[src/rtl/des_feistel_rounds_defines.svh]
// Assertion macros for the DES Feistel round engine.
// Used by the round cell and the top level; no other dependencies.
`ifndef DES_FEISTEL_ROUNDS_DEFINES_SVH
`define DES_FEISTEL_ROUNDS_DEFINES_SVH

// Implication checked at every clock edge outside reset.
`define DES_ASSERT_IMP(label, clk, rst, lhs, rhs, msg) \
   label: assert property (@(posedge clk) disable iff (rst) (lhs) |-> (rhs)) else $error(msg);

// Implication whose consequent is checked in the cycle after the antecedent.
`define DES_ASSERT_NEXT(label, clk, rst, lhs, rhs, msg) \
   label: assert property (@(posedge clk) disable iff (rst) (lhs) |=> (rhs)) else $error(msg);

`endif

[src/rtl/des_pkg.sv]
// Package for the DES Feistel round engine: tables, key schedule and round function.
// Used by every module of the block; depends on nothing.
package des_pkg;

   localparam int HalfBits    = 32;
   localparam int KeyHalfBits = 28;
   localparam int SubkeyBits  = 48;
   localparam int MaxRounds   = 16;
   localparam int DefRounds   = 16;
   localparam int CsrAddrBits = 4;

   localparam logic [CsrAddrBits-1:0] CsrAddrC    = 4'h0;
   localparam logic [CsrAddrBits-1:0] CsrAddrD    = 4'h4;
   localparam logic [CsrAddrBits-1:0] CsrAddrMode = 4'h8;

   typedef logic [HalfBits-1:0]    half_type;
   typedef logic [KeyHalfBits-1:0] key_half_type;
   typedef logic [SubkeyBits-1:0]  subkey_type;

   typedef struct packed {
      key_half_type c;
      key_half_type d;
      logic         decrypt;
   } key_type;

   typedef struct packed {
      half_type left;
      half_type right;
   } block_type;

   localparam logic [7:0] TabE [48] = '{
      32,1,2,3,4,5, 4,5,6,7,8,9, 8,9,10,11,12,13, 12,13,14,15,16,17,
      16,17,18,19,20,21, 20,21,22,23,24,25, 24,25,26,27,28,29, 28,29,30,31,32,1};
   localparam logic [7:0] TabP [32] = '{
      16,7,20,21,29,12,28,17, 1,15,23,26,5,18,31,10,
      2,8,24,14,32,27,3,9, 19,13,30,6,22,11,4,25};
   localparam logic [7:0] TabPc2 [48] = '{
      14,17,11,24,1,5, 3,28,15,6,21,10, 23,19,12,4,26,8, 16,7,27,20,13,2,
      41,52,31,37,47,55, 30,40,51,45,33,48, 44,49,39,56,34,53, 46,42,50,36,29,32};
   localparam logic [1:0] RotEnc [16] = '{1,1,2,2,2,2,2,2,1,2,2,2,2,2,2,1};
   localparam logic [1:0] RotDec [16] = '{0,1,2,2,2,2,2,2,1,2,2,2,2,2,2,1};

   localparam logic [3:0] SBox [8][64] = '{
      '{14,4,13,1,2,15,11,8,3,10,6,12,5,9,0,7,
        0,15,7,4,14,2,13,1,10,6,12,11,9,5,3,8,
        4,1,14,8,13,6,2,11,15,12,9,7,3,10,5,0,
        15,12,8,2,4,9,1,7,5,11,3,14,10,0,6,13},
      '{15,1,8,14,6,11,3,4,9,7,2,13,12,0,5,10,
        3,13,4,7,15,2,8,14,12,0,1,10,6,9,11,5,
        0,14,7,11,10,4,13,1,5,8,12,6,9,3,2,15,
        13,8,10,1,3,15,4,2,11,6,7,12,0,5,14,9},
      '{10,0,9,14,6,3,15,5,1,13,12,7,11,4,2,8,
        13,7,0,9,3,4,6,10,2,8,5,14,12,11,15,1,
        13,6,4,9,8,15,3,0,11,1,2,12,5,10,14,7,
        1,10,13,0,6,9,8,7,4,15,14,3,11,5,2,12},
      '{7,13,14,3,0,6,9,10,1,2,8,5,11,12,4,15,
        13,8,11,5,6,15,0,3,4,7,2,12,1,10,14,9,
        10,6,9,0,12,11,7,13,15,1,3,14,5,2,8,4,
        3,15,0,6,10,1,13,8,9,4,5,11,12,7,2,14},
      '{2,12,4,1,7,10,11,6,8,5,3,15,13,0,14,9,
        14,11,2,12,4,7,13,1,5,0,15,10,3,9,8,6,
        4,2,1,11,10,13,7,8,15,9,12,5,6,3,0,14,
        11,8,12,7,1,14,2,13,6,15,0,9,10,4,5,3},
      '{12,1,10,15,9,2,6,8,0,13,3,4,14,7,5,11,
        10,15,4,2,7,12,9,5,6,1,13,14,0,11,3,8,
        9,14,15,5,2,8,12,3,7,0,4,10,1,13,11,6,
        4,3,2,12,9,5,15,10,11,14,1,7,6,0,8,13},
      '{4,11,2,14,15,0,8,13,3,12,9,7,5,10,6,1,
        13,0,11,7,4,9,1,10,14,3,5,12,2,15,8,6,
        1,4,11,13,12,3,7,14,10,15,6,8,0,5,9,2,
        6,11,13,8,1,4,10,7,9,5,0,15,14,2,3,12},
      '{13,2,8,4,6,15,11,1,10,9,3,14,5,0,12,7,
        1,15,13,8,10,3,7,4,12,5,6,11,0,14,9,2,
        7,11,4,1,9,12,14,2,0,6,10,13,15,3,5,8,
        2,1,14,7,4,10,8,13,15,12,9,0,3,5,6,11}};

   function automatic key_half_type rot_left(key_half_type x, logic [1:0] s);
      key_half_type r;
      case (s)
         2'd1:    r = {x[KeyHalfBits-2:0], x[KeyHalfBits-1]};
         2'd2:    r = {x[KeyHalfBits-3:0], x[KeyHalfBits-1 -: 2]};
         default: r = x;
      endcase
      return r;
   endfunction

   function automatic key_half_type rot_right(key_half_type x, logic [1:0] s);
      key_half_type r;
      case (s)
         2'd1:    r = {x[0], x[KeyHalfBits-1:1]};
         2'd2:    r = {x[1:0], x[KeyHalfBits-1:2]};
         default: r = x;
      endcase
      return r;
   endfunction

   // rotate both halves by the schedule step of round rnd
   function automatic key_type key_step(key_type k, int unsigned rnd);
      key_type r;
      r = k;
      if (k.decrypt) begin
         r.c = rot_right(k.c, RotDec[rnd]);
         r.d = rot_right(k.d, RotDec[rnd]);
      end else begin
         r.c = rot_left(k.c, RotEnc[rnd]);
         r.d = rot_left(k.d, RotEnc[rnd]);
      end
      return r;
   endfunction

   function automatic subkey_type pc2(key_type k);
      logic [55:0] cd;
      subkey_type  r;
      cd = {k.c, k.d};
      for (int i = 0; i < SubkeyBits; i++)
         r[SubkeyBits-1-i] = cd[56 - int'(TabPc2[i])];
      return r;
   endfunction

   function automatic half_type round_f(half_type r, subkey_type k);
      subkey_type x;
      half_type   s;
      half_type   p;
      logic [5:0] six;
      for (int i = 0; i < SubkeyBits; i++)
         x[SubkeyBits-1-i] = r[HalfBits - int'(TabE[i])];
      x = x ^ k;
      for (int i = 0; i < 8; i++) begin
         six = x[SubkeyBits-1-6*i -: 6];
         s[HalfBits-1-4*i -: 4] = SBox[i][{six[5], six[0], six[4:1]}];
      end
      for (int i = 0; i < HalfBits; i++)
         p[HalfBits-1-i] = s[HalfBits - int'(TabP[i])];
      return p;
   endfunction

endpackage

[src/rtl/des_cell.sv]
// One Feistel round cell: a pipeline stage holding a block, its key state and valid.
// Depends on des_pkg and des_feistel_rounds_defines.svh.
`include "des_feistel_rounds_defines.svh"
module des_cell import des_pkg::*; #(
   parameter int unsigned RoundIndex = 0
) (
   input  logic      clock,
   input  logic      reset,
   input  logic      advance,
   input  logic      prev_valid,
   input  block_type prev_block,
   input  key_type   prev_key,
   output logic      valid,
   output block_type block,
   output key_type   key
);
   logic      valid_ff, valid_in;
   block_type block_ff, block_in;
   key_type   key_ff, key_in;
   key_type   key_rot;

   always_comb begin
      key_rot        = key_step(prev_key, RoundIndex);
      key_in         = key_rot;
      block_in.left  = prev_block.right;
      block_in.right = prev_block.left ^ round_f(prev_block.right, pc2(key_rot));
      valid_in       = advance ? prev_valid : valid_ff;
   end

   always_ff @(posedge clock) begin
      if (reset) begin
         valid_ff <= 1'b0;
      end else begin
         valid_ff <= valid_in;
      end
      if (advance) begin
         block_ff <= block_in;
         key_ff   <= key_in;
      end
   end

   assign valid = valid_ff;
   assign block = block_ff;
   assign key   = key_ff;

   `DES_ASSERT_NEXT(a_hold_stall, clock, reset, !advance, $stable(valid_ff),
      "cell valid changed while stalled")
   `DES_ASSERT_NEXT(a_key_hold, clock, reset, !advance, $stable(key_ff),
      "cell key changed while stalled")
   `DES_ASSERT_IMP(a_swap, clock, reset,
      $past(advance) && $past(prev_valid) && !$past(reset),
      block_ff.left == $past(prev_block.right), "halves not swapped")
endmodule

[config.mk]
export PLATFORM = sky130hd
export DESIGN_NAME = des_cell
export DESIGN_NICKNAME = d
export VERILOG_FILES = /design/src/rtl/des_pkg.sv /design/src/rtl/des_cell.sv
export VERILOG_INCLUDE_DIRS = /design/src /design/src/rtl
export SDC_FILE = /design/constraint.sdc
export NUM_CORES = 1
export LEC_CHECK = 0
export ABC_AREA = 1
export BUFFER_PORTS_ARGS = -buffer_cell sky130_fd_sc_hd__buf_4
export CELL_PAD_IN_SITES_DETAIL_PLACEMENT = 1
export CELL_PAD_IN_SITES_GLOBAL_PLACEMENT = 1
export CORE_MARGIN = 2
export CORE_UTILIZATION = 39
export CTS_BUF_LIST = sky130_fd_sc_hd__clkbuf_16
export DETAILED_ROUTE_END_ITERATION = 7
export PLACE_DENSITY = 0.93
export SKIP_CTS_REPAIR_TIMING = 1
export SLEW_MARGIN = 20
export SYNTH_ARGS = -nofsm -noshare
export SYNTH_HDL_FRONTEND = slang
export SYNTH_SLANG_ARGS = --single-unit
[constraint.sdc]
create_clock -name clock -period 2.4 [get_ports clock]
set_clock_uncertainty 0.1 [all_clocks]
set_input_delay 0.12 -clock clock [delete_from_list [all_inputs] [get_ports clock]]
set_output_delay 0.12 -clock clock [all_outputs]
set_load 0.01 [all_outputs]
==> results.md <==
- Max Cap Violations: 0
- Unique masters post-synth: 26
- Initial antenna violation count: 4
- Post-place instance area: 13,000 sq um
- Post-DP HPWL: 31,500 um
- Worst path bufs/invs: 3
- Starting DRT DRC Count: 733
- Final setup fails: 2
- Fin crit period: ~2.4 ns
- Ports: 247
- Routed wire length: 46,300 um
- Nets@finish: 2,101
- Gr ovfl total: 0
- Worst Path Max Fanout: 7
- Status: complete, but fails checks
- IO buf count: 246
- Hold Path Class: in2reg
- Synth Area in Simple Gates: 0.466
- Most frequent CP cell: nand2_1
- Pre-CTS WS: -0.0734 ns
- Final Hold Vio Count: 5
- Post-synthesis adder-cell area fraction: 0.0726
- Routed WL per cell: 20.4 um
- Worst path slowest cell: dlygate4sd3_1
- Kind of critical path: in2reg
- DRC errors left: 0
- Clock Latency Late Sink: ~0.42 ns
- Worst hold margin: -0.0121 ns
- Largest cells by area after synthesis: edfxtp_1 (34%), nand2_1 (25%), nand3_1 (17%), ha_1 (7.3%), inv_1 (4.2%)
- First-pass GRT wire length: 65,500 um
- Clock Tree Buf Depth: 2
- Clock sink total: 122
- Post-Syn Nets: 1,737
- Via count of the first global-routing pass: 12,600
- Synth area leader: edfxtp_1
- Clock slew at the register clock pins of the worst setup and hold paths: 0.06 ns
- Power Total: 0.00875 W
- Proportion of layout cells with a drive suffix above 1: 0.200
- Die area: 28,700 sq um
- Post-Synthesis Cell Area: 10,700 sq um
- Pleak: ~7.5 nW
- Warning count from the yosys run: 0
- Peak supply drop: 0.367 mV
- Via count: between 10,000 and 15,000
- H-Tree Level Count: 4
- Root Driver: clkbuf_16
- PD cells: 604 nW/um^2
- Worst-Margin Slew: 0.504 ns
- Starting Density: 0.396
- Avg Inst Size Synth: 6.89 sq um
- Largest net degree at the start of global routing: 70
- Vias/cell: about 5.5
- Final period utilization: 1.01
- Largest family of logic cells by synthesized area: simple AND/OR/NAND/NOR gates
- Die height: 169 um
- Compound-Gate Fraction of Synth Area: 0.0112
- Final TNS setup: -0.0352 ns
- Chip width: between 150 and 200 um
- Max Slew Vio Count: 0
- CTS buffer count: 17
- Max_slew headroom: 0.663
- Routability cong.: 0.892
- Design area: ~14,000 sq um
- Crit-path cells: dlygate4sd3_1, buf_4, nand2_1, nand2_1, nand2_1, nand2_1, ha_1, inv_1, nand2_1, nand3_1, nand3_1, nand3_1, nand2_1, nand2_1, nand2_1
- Yosys top cell area share: 0.340
- CP arrival: 2.50 ns
- Cell family with most CP delay: simple AND/OR/NAND/NOR gates
- Mux share of post-synthesis cell area: 0.000937
- Global-route usage over all layers: 0.288
- CTS tree: done
- Synth Register Bits: ~120
- Setup WS post-layout: -0.0226 ns
- Startpoint types: input port
- Syn-to-layout area delta: 35.7%
- Crit end category: flop
- Post-synthesis sequential area ratio: 0.342
- CP required: ~2.5 ns
- Cell count after synthesis: 1,550
- Fmax: 413 MHz
- Fillcell total: 3,466
- CORE AREA: 27,000 sq um
- Post-Synth XOR/XNOR Area: 0.0276
- Rows: 60
- Failing checks: negative hold slack, negative setup slack
- TritonRoute pass-1 iters: 5
- Post-DRT Antenna Nets: 0
- Worst path max stage delay: 0.58 ns
-- where the power goes --
group,switching [W],internal [W],leakage (nW)
Clock,0.00109,0.00149,0.277
Sequential,0.0000964,0.00264,1.19
Combinational,0.00213,0.00129,6.05
Total,0.00332,0.00543,7.52
-- flip-flops by register name, summed over array words and instances (netlist names) --
signal,flops
block,64
key,57
valid,1
-- cell usage in the layout (no fill, tap or decap), drive strengths merged, types with 5 or more instances in the layout --
cell type	count
nand2	769
nand3	359
buf	286
inv	138
edfxtp	121
dlygate4sd3	98
ha	62
nand3b	19
clkbuf	17
xor2	17
o21ai	11
a21oi	7
clkinv	7
diode	5
nor2	5
-- worst min-delay path, stage by stage --
cell and delay, ns:
buf_4 0.09, nand2_1 0.05, nand2_2 0.12
-- per-layer routing --
metal | vias up | part of all wire | global-route usage
met1 | 6043 | 0.38 | 0.348
li1 | 5794 | - | -
met5 | - | 0 | 0
met3 | 161 | 0.064 | 0.0483
met2 | 562 | 0.50 | 0.505
met4 | 0 | 0.052 | 0.124
-- cells by family after synthesis --
kind of cell    count (synthesis)
mux                             1
fa+ha+maj                      62
flops                         122
compound gates                 21
simple gates                 1154
buf+inv                       173
xor+xnor                       17
-- worst paths after layout --
check	from	cells past startpoint	slack [ns]	endpoint
max	prev_key[56]	15	-0.02	block[9]
min	prev_key[3]	3	-0.01	key[4]
max reg2reg	valid	3	1.16	valid
min reg2reg	valid	3	0.95	valid
-- through the flow --
step                cells  utilization
finish               2273        0.538
global route         2272        0.538
CTS                  2170        0.501
floorplan            1550            -
global placement     2138        0.481
detailed placement   2138        0.481
-- cells in the mapped netlist (all sizes together) --
library cell  instances
edfxtp              121
ha                   62
xor2                 17
o21ai                11
mux2i                 1
inv                 134
o211ai                3
nand3               359
nand3b               19
a21oi                 7
nor3                  1
nor2                  5
buf                  39
nand4                 1
nand2               769
dfxtp                 1
-- final cells by class --
| class | count | area [sq um] | area share |
|---|---|---|---|
| clock inverter | 15 | 120 | 0.00829 |
| antenna | 5 | 12.5 | 0.000863 |
| tap | 341 | 427 | 0.0294 |
| multi-input combinational | 1255 | 6180 | 0.426 |
| sequential | 122 | 3650 | 0.252 |
| clock buffer | 17 | 425 | 0.0293 |
| timing repair buffer | 384 | 3170 | 0.219 |
| inverter | 134 | 508 | 0.0350 |
Note: power is estimated with default switching activity, not from simulation.
